## src/rgb_box_blur_3x3_unit_macros.svh

```systemverilog
// ----------------------------------------------------------------------------
// RGB box blur 3x3 unit: assertion macros
// Shorthand for the concurrent checks at the end of the top level.
// ----------------------------------------------------------------------------
`ifndef RGB_BOX_BLUR_3X3_UNIT_MACROS_SVH
`define RGB_BOX_BLUR_3X3_UNIT_MACROS_SVH

// Same-cycle implication, disabled while reset is applied.
`define RBB_ASSERT_SAME(lbl, ante, cons, msg) \
	lbl: assert property (@(posedge clk) disable iff (!arst_n) (ante) |-> (cons)) \
		else $error(msg);

// Next-cycle implication, disabled while reset is applied.
`define RBB_ASSERT_NEXT(lbl, ante, cons, msg) \
	lbl: assert property (@(posedge clk) disable iff (!arst_n) (ante) |=> (cons)) \
		else $error(msg);

`endif

```

## src/rbb_pkg.sv

```systemverilog
// ----------------------------------------------------------------------------
// RGB box blur package
// Shared widths, constants, register codes and payload types.
// ----------------------------------------------------------------------------
package rbb_pkg;

	localparam int MAX_WIDTH_DEF = 4096;
	localparam int MAX_HEIGHT    = 4096;
	localparam int KERNEL_SIZE   = 3;

	localparam int CFG_W     = 13;
	localparam int CFG_IDX_W = 1;
	localparam int ROW_W     = 12;
	localparam int CH_W      = 8;
	localparam int SUM_W     = 12;
	localparam int MUL_W     = 16;
	localparam int PROD_W    = SUM_W + MUL_W;

	localparam int WIDTH_RST  = 640;
	localparam int HEIGHT_RST = 480;

	// floor(sum / 9) == (sum * 58255) >> 19 for every sum 0..2295
	localparam logic [MUL_W-1:0] RECIP_NINE_MUL = 16'd58255;
	localparam int RECIP_NINE_SHIFT = 19;

	typedef enum logic [CFG_IDX_W-1:0] {
		REG_FRAME_WIDTH  = 1'b0,
		REG_FRAME_HEIGHT = 1'b1
	} cfg_reg_t;

	typedef struct packed {
		logic [CH_W-1:0] r;
		logic [CH_W-1:0] g;
		logic [CH_W-1:0] b;
	} pix_t;

	typedef struct packed {
		pix_t top;
		pix_t mid;
	} line_pair_t;

	typedef struct packed {
		logic [SUM_W-1:0] r;
		logic [SUM_W-1:0] g;
		logic [SUM_W-1:0] b;
	} sums_t;

endpackage

```

## src/rbb_mean9.sv

```systemverilog
// ----------------------------------------------------------------------------
// RGB box blur divide by nine
// Registered sums, reciprocal multiply, registered 8-bit means.
// ----------------------------------------------------------------------------
module rbb_mean9
	import rbb_pkg::*;
(
	input  logic            clk,
	input  logic            ld_s2,
	input  sums_t           sums,
	input  logic            ld_out,
	output logic [CH_W-1:0] red,
	output logic [CH_W-1:0] green,
	output logic [CH_W-1:0] blue
);

	sums_t             sums_s2;
	logic [PROD_W-1:0] prod_r, prod_g, prod_b;
	logic [CH_W-1:0]   red_q, green_q, blue_q;

	always_ff @(posedge clk) begin
		if (ld_s2) begin
			sums_s2 <= sums;
		end
	end

	assign prod_r = PROD_W'(sums_s2.r) * PROD_W'(RECIP_NINE_MUL);
	assign prod_g = PROD_W'(sums_s2.g) * PROD_W'(RECIP_NINE_MUL);
	assign prod_b = PROD_W'(sums_s2.b) * PROD_W'(RECIP_NINE_MUL);

	always_ff @(posedge clk) begin
		if (ld_out) begin
			red_q   <= prod_r[RECIP_NINE_SHIFT +: CH_W];
			green_q <= prod_g[RECIP_NINE_SHIFT +: CH_W];
			blue_q  <= prod_b[RECIP_NINE_SHIFT +: CH_W];
		end
	end

	assign red   = red_q;
	assign green = green_q;
	assign blue  = blue_q;

endmodule
```

## config.mk

```make
export PLATFORM = sky130hd
export DESIGN_NAME = rbb_mean9
export DESIGN_NICKNAME = d
export VERILOG_FILES = /design/src/rgb_box_blur_3x3_unit_macros.svh /design/src/rbb_pkg.sv /design/src/rbb_mean9.sv
export SDC_FILE = /design/constraint.sdc
export NUM_CORES = 1
export LEC_CHECK = 0
export BUFFER_PORTS_ARGS = -buffer_cell sky130_fd_sc_hd__clkbuf_2
export CAP_MARGIN = 20
export CORE_MARGIN = 1
export CORE_UTILIZATION = 37
export CTS_CLUSTER_DIAMETER = 60
export CTS_CLUSTER_SIZE = 40
export DETAILED_ROUTE_END_ITERATION = 8
export PLACE_DENSITY_LB_ADDON = 0.25
export SYNTH_ARGS = -nofsm -noshare
export SYNTH_HDL_FRONTEND = slang
export SYNTH_SLANG_ARGS = --single-unit
```

## constraint.sdc

```tcl
create_clock -name clk -period 8.5 [get_ports clk]
set_input_delay 0.425 -clock clk [delete_from_list [all_inputs] [get_ports clk]]
set_output_delay 0.425 -clock clk [all_outputs]
set_load 0.05 [all_outputs]
```

==> impl_metrics.toml <==
[clock_network]
cts_tree = "yes"
clk_latency_ns = 0.35
cts_setup_buffers = 0
numCtsBuffers = 9
cts_sinks = 60
cts.clk_slew.worst_paths_ns = 0.07
root_buffer = "clkbuf_16"
ctsHoldBuffers = 0
cts_htree_levels = 3
cts_resized = 0
cts_buffer_depth = 2

[synthesis]
syn-instance-count = 968
yosysTopAreaCell = "fa_1"
netlist_area_mm2 = 0.0103
synth_edf_count = 60
synth_area_leaders = "fa_1, ha_1, edfxtp_1, inv_1, xnor2_1"
synth_nets = 1385
ys_seq_area_share_pct = 17.6
synth_area_per_cell_um2 = 10.6
ys_seq_elements = 60
synthArstFlopShare_pct = 0
synth_flop_cell = "edfxtp_1"
yosys_warnings = 0
synth_cell_types = 45
yosys.area.top_type_share_pct = 29.9

[timing]
setup_viol = 0
hold_violations = 0
period_minus_slack_ns = 5.16
worstMarginPinSlew_ns = 0.628
clock_skew_ns = 0.0157
rsz0062_at_grt = "no"
fmax_mhz = 194
maxSlewHeadroom_pct = 58.2
setup_tns_ns = 0
fin_crit_sh_pct = 60.7
drv_slew = 0

[routing]
drt.antenna.violating_nets = 0
drc = 0
dr_total_vias = 6420
drt_iter0_drc = 215
wl_um = 20800
drtPass1Iterations = 6
via_per_inst = 4.52
wl_per_cell_um = 14.7

[global_route]
overflow = 0
grt_max_degree = 37
grt_pass1_vias = 7073
grt_pass1_wl_um = 35100
track_usage_pct = 16.2
antenna_found_initial = 0

[floorplanning]
start_util_pct = 37.9
io_pins = 63
design.core.area_mm2 = 0.0271
die-area_mm2 = 0.0284
die_h_um = 169
die_w_um = 169
rows = 60

[layout]
nFillCells = 2655
layout_commonest_cell = "inv_1"
area_growth_pct = 10.8
regArea_mm2 = 0.00180
multi_input_area_mm2 = 0.00730
diodes = 0
nets = 1459
drive_above_1_share_pct = 8.60
final_cell_mix = "inv_1, ha_1, fa_1"

[placement]
port_buffers = 62
hpwl_um = 18600
place.gp.congestion = 0.884

[worst_setup_path]
crit_required_ns = 8.59
start_kind = "register"
r2r_start = "sums_s2[9]$_DFFE_PP_"
critPathCaptureType = "register"
arrival_ns = 5.25
crit_start = "sums_s2[9]$_DFFE_PP_"
crit_fanout = 5
crit_type = "reg -> reg"

[run]
cap_violations = 0

[hold_path]
hp-start = "sums[14]"
worstHoldPathType = "in -> reg"

[outcome]
status = "completed"
==> per-stage QoR <==
step | area (um2) | hold WS, ns | std cells | util [%] | setup WS, ns
5_1_grt | 11400 | 0.235 | 1419 | 41.9 | 3.00
3_3_place_gp | 11000 | 0.602 | 1402 | 40.7 | 3.38
4_1_cts | 11300 | 0.224 | 1418 | 41.8 | 3.30
6_report | 11400 | 0.246 | 1419 | 41.9 | 3.34
3_5_place_dp | 11000 | 0.604 | 1402 | 40.7 | 3.30
2_1_floorplan | 10300 | 0.524 | 968 | - | 3.59
==> per-layer routing <==
layer	track usage [%]	part of all wire, %
met1	21.0	48
met2	27.9	48
met3	2.64	3.0
met4	4.39	1.6
met5	0	0
==> cells by family after synthesis <==
| group | after synthesis | share of synthesized area, % |
|---|---|---|
| fa+ha+maj | 378 | 57.3 |
| buf+inv | 310 | 11.3 |
| compound gates | 107 | 7.02 |
| simple gates | 81 | 4.06 |
| flops | 60 | 17.6 |
| xor+xnor | 32 | 2.73 |
==> worst max-delay path, cell delays in order, from the launching register on <==
cell	delay (ns)
edfxtp_1	0.47
fa_1	0.57
fa_1	0.50
inv_1	0.05
fa_1	0.50
inv_1	0.06
fa_1	0.50
inv_1	0.05
fa_1	0.50
inv_1	0.04
ha_1	0.22
or4_1	0.51
nand4_1	0.10
a31oi_1	0.09
nor3_4	0.27
nor3_1	0.09
or3b_1	0.38
==> Yosys cell counts, drive strengths merged (3+ instances only) <==
cell and count:
o21a 5, a31oi 5, ha 225, nand2 20, nor2 18, nand4 6
nand2b 4, inv 310, fa 153, edfxtp 60, a21oi 31, xnor2 26
a211o 3, o21ai 18, and3 4, or2 3, nor3 8, nand3 8
o31ai 6, a21o 15, a211oi 5, xor2 6
==> cell type report <==
class / count / area share (%)
Tap cell: 372 / 4.10
Sequential cell: 60 / 15.9
Clock inverter: 7 / 0.661
Multi-Input combinational cell: 598 / 64.2
Clock buffer: 9 / 1.98
Timing Repair Buffer: 63 / 2.97
Inverter: 310 / 10.2
==> worst paths after layout <==
kind                           endpoint  depth (start not counted)  slack (ns)
setup / recovery      blue[7]$_DFFE_PP_                         16        3.34
hold / removal    sums_s2[14]$_DFFE_PP_                          1        0.25
setup reg to reg      blue[7]$_DFFE_PP_                         16        3.34
hold reg to reg      green[7]$_DFFE_PP_                          3        1.04
==> registers in the layout (all words and copies together) (netlist names) <==
name,cells
red,8
green,8
sums_s2,36
blue,8
Power is not shown: default switching activity piles up to over one toggle a cycle in this logic, so the estimate is an artifact.
