===== config.mk =====
export PLATFORM = sky130hd
export DESIGN_NAME = rbb_window
export DESIGN_NICKNAME = d
export VERILOG_FILES = /design/src/rgb_box_blur_3x3_unit_macros.svh /design/src/rbb_pkg.sv /design/src/rbb_window.sv
export SDC_FILE = /design/constraint.sdc
export NUM_CORES = 1
export LEC_CHECK = 0
export BUFFER_PORTS_ARGS = -buffer_cell sky130_fd_sc_hd__buf_2
export CAP_MARGIN = 20
export CORE_MARGIN = 2
export CORE_UTILIZATION = 40
export CTS_BUF_LIST = sky130_fd_sc_hd__clkbuf_4
export DETAILED_ROUTE_END_ITERATION = 16
export HOLD_SLACK_MARGIN = 0.03
export PLACE_DENSITY_LB_ADDON = 0.08
export SYNTH_ARGS = -nofsm -noshare
export SYNTH_HDL_FRONTEND = slang
export SYNTH_SLANG_ARGS = --single-unit

===== constraint.sdc =====
create_clock -name clk -period 7.1 [get_ports clk]
set_input_delay 1.065 -clock clk [delete_from_list [all_inputs] [get_ports clk]]
set_output_delay 1.065 -clock clk [all_outputs]
set_load 0.02 [all_outputs]

===== src/rgb_box_blur_3x3_unit_macros.svh =====
// ----------------------------------------------------------------------------
// RGB box blur 3x3 unit: assertion macros
// Shorthand for the concurrent checks at the end of the top level.
// ----------------------------------------------------------------------------
`ifndef RGB_BOX_BLUR_3X3_UNIT_MACROS_SVH
`define RGB_BOX_BLUR_3X3_UNIT_MACROS_SVH

// Same-cycle implication, disabled while reset is applied.
`define RBB_ASSERT_SAME(lbl, ante, cons, msg) \
	lbl: assert property (@(posedge clk) disable iff (!arst_n) (ante) |-> (cons)) \
		else $error(msg);

// Next-cycle implication, disabled while reset is applied.
`define RBB_ASSERT_NEXT(lbl, ante, cons, msg) \
	lbl: assert property (@(posedge clk) disable iff (!arst_n) (ante) |=> (cons)) \
		else $error(msg);

`endif


===== src/rbb_pkg.sv =====
// ----------------------------------------------------------------------------
// RGB box blur package
// Shared widths, constants, register codes and payload types.
// ----------------------------------------------------------------------------
package rbb_pkg;

	localparam int MAX_WIDTH_DEF = 4096;
	localparam int MAX_HEIGHT    = 4096;
	localparam int KERNEL_SIZE   = 3;

	localparam int CFG_W     = 13;
	localparam int CFG_IDX_W = 1;
	localparam int ROW_W     = 12;
	localparam int CH_W      = 8;
	localparam int SUM_W     = 12;
	localparam int MUL_W     = 16;
	localparam int PROD_W    = SUM_W + MUL_W;

	localparam int WIDTH_RST  = 640;
	localparam int HEIGHT_RST = 480;

	// floor(sum / 9) == (sum * 58255) >> 19 for every sum 0..2295
	localparam logic [MUL_W-1:0] RECIP_NINE_MUL = 16'd58255;
	localparam int RECIP_NINE_SHIFT = 19;

	typedef enum logic [CFG_IDX_W-1:0] {
		REG_FRAME_WIDTH  = 1'b0,
		REG_FRAME_HEIGHT = 1'b1
	} cfg_reg_t;

	typedef struct packed {
		logic [CH_W-1:0] r;
		logic [CH_W-1:0] g;
		logic [CH_W-1:0] b;
	} pix_t;

	typedef struct packed {
		pix_t top;
		pix_t mid;
	} line_pair_t;

	typedef struct packed {
		logic [SUM_W-1:0] r;
		logic [SUM_W-1:0] g;
		logic [SUM_W-1:0] b;
	} sums_t;

endpackage


===== src/rbb_window.sv =====
// ----------------------------------------------------------------------------
// RGB box blur window
// Two left-hand columns of the 3x3 window and the per-channel nine-sample sums.
// ----------------------------------------------------------------------------
module rbb_window
	import rbb_pkg::*;
(
	input  logic  clk,
	input  logic  arst_n,
	input  logic  shift_en,
	input  pix_t  top,
	input  pix_t  mid,
	input  pix_t  px,
	output sums_t sums
);

	// index 0..2: two columns left (top, mid, bottom); 3..5: one column left
	pix_t win_q [6];

	always_ff @(posedge clk or negedge arst_n) begin
		if (!arst_n) begin
			for (int i = 0; i < 6; i++) begin
				win_q[i] <= '0;
			end
		end else if (shift_en) begin
			win_q[0] <= win_q[3];
			win_q[1] <= win_q[4];
			win_q[2] <= win_q[5];
			win_q[3] <= top;
			win_q[4] <= mid;
			win_q[5] <= px;
		end
	end

	always_comb begin
		sums.r = SUM_W'(top.r) + SUM_W'(mid.r) + SUM_W'(px.r);
		sums.g = SUM_W'(top.g) + SUM_W'(mid.g) + SUM_W'(px.g);
		sums.b = SUM_W'(top.b) + SUM_W'(mid.b) + SUM_W'(px.b);
		for (int i = 0; i < 6; i++) begin
			sums.r = sums.r + SUM_W'(win_q[i].r);
			sums.g = sums.g + SUM_W'(win_q[i].g);
			sums.b = sums.b + SUM_W'(win_q[i].b);
		end
	end

endmodule


==> flow_summary.yaml, run 1 <==
cts:
  tritoncts: "done"
  cts_resized: 0
  clockRootBuffer: "clkbuf_4"
  clock-sinks: 144
  htree_num_levels: 4
  post_cts_buffers: 0
  clkLatencyLatePin_ps: 530
  clk_pin_slew_ps: 120
  cts_buffers: 17
  cts_hold_buf: 0
  cts_buffer_depth: 2
placed_design:
  io_buffers: 110
  routabilityCongestion: 0.743
  dpl.hpwl_um: 14500
  dpl.cell_count: 1290
global_route:
  grt_pass1_wl_um: 32500
  grt_antenna_before_repair: 1
  overflow: 0
  grt_pass1_vias: 6647
  grt_max_degree: 99
  grt.total_usage: 0.145
detailed_routing:
  vias_per_cell: 4.54
  wire_per_inst_um: 13.8
  drc: 0
  final_antenna_net_count: 0
  first_pass_iters: 4
  m1WireLength_um: 8450
  drtIter0Drc: 199
  wl_um: 18300
  vias: 6015
  wl_met2_um: 9200
  wl_met3_um: 463
  top_layer: "met4"
synth:
  ys_warn_count: 0
  netlist_top_cells_area: "dfrtp_1, fa_1, mux2_2, inv_1, ha_1"
  netlist.area_leader.share: 0.341
  synthArstFlopShare: 1.00
  synthesis.area_um2: 10600
  yosys.area_share.adder: 0.353
  synth_seq_cells: 144
  syn-num-nets: 1136
  yosys.area.top_type: "dfrtp_1"
  synth_common_cells: "inv_1, fa_1, dfrtp_1"
  synth-compound-area-share: 0.0348
  synth_xor_area_frac: 0.0149
  syn_inst: 860
  synthMuxAreaShare: 0.141
  synth_edf_count: 0
  ys_types: 35
  synth_top_family_by_area: "adder cells"
  synth_top_flop_cell: "dfrtp_1"
  ys_seq_area_frac: 0.341
  yosysMostFrequentCell: "inv_1"
  postSynthAreaPerCell_um2: 12.3
  synth-simple-area-share: 0.0201
finish:
  largest_reg_flops: 144
  finalNetCount: 1250
  area_delta_synth_final_pct: 11.7
  largest_register: "win_q"
  fin_cells: 1325
  top_regs: "win_q: 144 flops"
  nFillCells: 2546
  drive_above_1_share: 0.283
critical_path:
  cpMostUsedCell: "fa_1"
  cpPeakStageDelay_ps: 540
  startpoint_type: "primary input"
  crit_start: "top[18]"
  crit_chain: "buf_2 -> inv_1 -> fa_1 -> inv_1 -> fa_1 -> fa_1 -> inv_1 -> fa_1 -> inv_1 -> ha_1 -> fa_1 -> a21oi_1 -> o211ai_1 -> o41ai_1 -> xnor2_1 -> buf_2"
  worst_setup_path_end_kind: "output port"
  critPathMaxFanout: 3
  cp.required_ps: 6030
  slowest_stage: "fa_1"
  r2r-start: "win_q[17]"
  worst-setup-path-type: "primary input to output port"
  crit_arrival_ps: 5130
flow_run:
  maxCapViolations: 0
sta:
  hold_violations: 0
  whs_ps: 519
  worstMarginPinSlew_ps: 987
  setup_viol: 0
  min_period_ps: 6200
  max_freq_mhz: 161
  setup-tns-final_ps: 0
  clock-skew-final_ps: 16.5
  rsz0062_at_grt: "no"
  slew_headroom: 0.342
  fin_crit_sh: 0.873
  finalMaxSlewViolations: 0
floorplanning:
  fp.dieH_um: 166
  die_w_um: 166
  initial_utilization: 0.406
  core_um2: 26000
  dieArea_um2: 27700
  rows: 59
  pin_count: 111
hold_path:
  hold_class: "flip-flop to flip-flop"
  hp-start: "win_q[16]"
run_status:
  status: "finished, final reports clean"
-- final cells by class --
type                    instances  area, um^2  share of cell area
multi-input cells             455        5960               0.505
flip-flops and latches        144        3600               0.306
inverters                     244         916              0.0777
repair buffers                112         578              0.0490
well taps                     335         419              0.0355
clock inverters                15         184              0.0156
clock buffers                  17         128              0.0108
diodes                          3        7.51            0.000637
-- path summary, 6_finish.rpt --
path                               to  slack (ps)  cells past startpoint
max reg2reg                 win_q[89]        6250                      1
max                          sums[34]         900                     16
min reg2reg                 win_q[88]         520                      1
max in group asynchronous  win_q[109]        5260                      2
min                         win_q[88]         520                      1
min in group asynchronous   win_q[26]         600                      1
-- per-layer routing --
layer / GRT usage / vias up
li1: - / 2854
met1: 0.195 / 3077
met2: 0.246 / 75
met3: 0.0273 / 9
met4: 0.0315 / 0
met5: 0 / -
-- stage by stage --
stage               utilization  cell area, um^2  setup WS [ps]
finish                    0.454            11800            902
global route              0.454            11800            654
CTS                       0.453            11800            896
detailed placement        0.441            11500            911
global placement          0.441            11500            948
floorplan                     -            10600           1350
-- cell families after synthesis --
logic type               Yosys count
flip-flops                       144
AO/OA/AOI/OAI                     56
AND/OR/NAND/NOR                   48
XOR/XNOR                          18
adder cells (fa/ha/maj)          201
multiplexers                     132
buffers and inverters            261
-- worst max-delay path: cells and delay by family --
kind / cells / cell delay [ps]
compound gates: 3 / 740
xor+xnor: 1 / 170
fa+ha+maj: 6 / 2690
buf+inv: 6 / 480
-- cells in the final DEF, fill, tap and decap left out, drive strengths merged, types with 4 or more instances in the layout --
cell type	count
inv	248
fa	162
dfrtp	144
mux2	132
buf	112
ha	39
o21ai	20
nand2	18
nor2	17
clkbuf	17
xnor2	14
a21oi	9
clkinv	5
o21a	4
nand3	4
xor2	4
nor2b	4
a211oi	4
Power of run 1 is not shown: default switching activity piles up to over one toggle a cycle in this logic, so the estimate is an artifact.
==> inputs of run 2 (changes only) <==
- PLACE_DENSITY_LB_ADDON: 0.08 -> 0.12
- clock period: 7.1 -> 5.6 ns (I/O delays scaled with it)
==> flow_summary.yaml, run 2 (synthesis gave the netlist of run 1 again) <==
global_route:
  grt_pass1_vias: 6719
  grt_antenna_before_repair: 6
  grt_max_degree: 113
  overflow: 0
  grt_pass1_wl_um: 33000
  grt.total_usage: 0.148
sta:
  finalMaxSlewViolations: 0
  timing.final.ws_setup_ps: 174
  worstMarginPinSlew_ps: 1060
  fin_crit_sh: 0.969
  clock-skew-final_ps: 20.6
  setup_viol: 0
  slew_headroom: 0.290
  min_period_ps: 5430
  whs_ps: 372
  max_freq_mhz: 184
  rsz0062_at_grt: "yes"
  hold_violations: 0
critical_path:
  startpoint_type: "flip-flop"
  reg2reg_depth: 1
  critPathMaxFanout: 2
  crit_arrival_ps: 4590
  worst-setup-path-type: "flip-flop to output port"
  worst_setup_path_end_kind: "output port"
  cp.required_ps: 4760
  r2r_setup_slack_ps: 4770
flow_run:
  maxCapViolations: 0
detailed_routing:
  vias_per_cell: 4.49
  first_pass_iters: 4
  vias: 5967
  final_antenna_net_count: 0
  wire_per_inst_um: 13.7
  wl_um: 18200
  drtIter0Drc: 169
  drc: 0
cts:
  cts_hold_buf: 0
  htree_num_levels: 4
  cts_buffers: 17
  tritoncts: "done"
  clock-sinks: 144
  clockRootBuffer: "clkbuf_4"
  cts_buffer_depth: 2
  clkLatencyLatePin_ps: 540
  clk_pin_slew_ps: 130
placed_design:
  dpl.cell_count: 1295
  routabilityCongestion: 0.743
  io_buffers: 110
  pre_cts_slack_ps: -161
  dpl.hpwl_um: 14100
finish:
  area_delta_synth_final_pct: 13.2
  final_common_cell: "inv_1"
  top_regs: "win_q: 144 flops"
  largest_register: "win_q"
  drive_above_1_share: 0.307
  fin_cells: 1330
  nFillCells: 2501
  final_cell_mix: "inv_1, fa_1, dfrtp_1"
  final_core_utilization: 0.460
  largest_reg_flops: 144
  finalNetCount: 1257
floorplanning:
  initial_utilization: 0.406
  dieArea_um2: 27700
  rows: 59
  core_um2: 26000
  fp.dieH_um: 166
  pin_count: 111
  die_w_um: 166
hold_path:
  hold_class: "primary input to asynchronous set/reset pin"
run_status:
  status: "finished, final reports clean"
-- run 2: changes by cell type in the layout (fill, tap and decap cells not counted), sizes merged --
cell,change
inv,-4
bufinv,+1
buf,+7
clkinvlp,-1
clkinv,+2
-- run 2: repair_timing --
item                       in CTS  in global routing
setup endpoints to repair       3                 10
setup buffers                   0                  2
pin swaps                       8                 20
resized for setup              12                 19
-- run 2: path summary, 6_finish.rpt --
path | from | to
hold reg to reg | win_q[57] | win_q[129]
hold / removal | arst_n | win_q[32]
min in group clk | win_q[57] | win_q[129]
setup reg to reg | win_q[14] | win_q[86]
setup / recovery | win_q[90] | sums[34]
max in group asynchronous | arst_n | win_q[101]
-- run 2: layer usage --
| metal | up-vias | global-route usage | share of wire |
|---|---|---|---|
| li1 | 2856 | - | - |
| met1 | 3028 | 0.202 | 0.45 |
| met2 | 68 | 0.243 | 0.50 |
| met3 | 11 | 0.0392 | 0.036 |
| met4 | 4 | 0.0281 | 0.0065 |
| met5 | - | 0 | 0.0017 |
-- run 2: worst max-delay path: stages, from the launching register on --
cell and delay (ps):
dfrtp_1 420, fa_1 600, fa_1 460, fa_1 510
inv_1 40, fa_1 470, inv_1 40, ha_2 190
fa_2 350, a21oi_2 150, o211ai_1 150, o41ai_2 220
buf_4 180, xnor2_4 120, buf_6 140
-- run 2: layout make-up --
| cell class | instances | area, um^2 | share of cell area |
|---|---|---|---|
| Tap cell | 335 | 419 | 0.0351 |
| Sequential cell | 144 | 3600 | 0.301 |
| Multi-Input combinational cell | 455 | 6060 | 0.507 |
| Clock inverter | 13 | 171 | 0.0143 |
| Timing Repair Buffer | 119 | 649 | 0.0543 |
| Inverter | 244 | 916 | 0.0766 |
| Antenna cell | 3 | 7.51 | 0.000628 |
| Clock buffer | 17 | 128 | 0.0107 |
-- run 2: per-stage QoR --
| stage | cell area [um^2] | setup TNS (ps) |
|---|---|---|
| 2_1_floorplan | 10600 | 0 |
| 3_3_place_gp | 11500 | -176 |
| 5_1_grt | 12000 | -139 |
| 6_report | 12000 | 0 |
| 4_1_cts | 11900 | -10.6 |
| 3_5_place_dp | 11500 | -161 |
Power of run 2 is left out for the same reason.
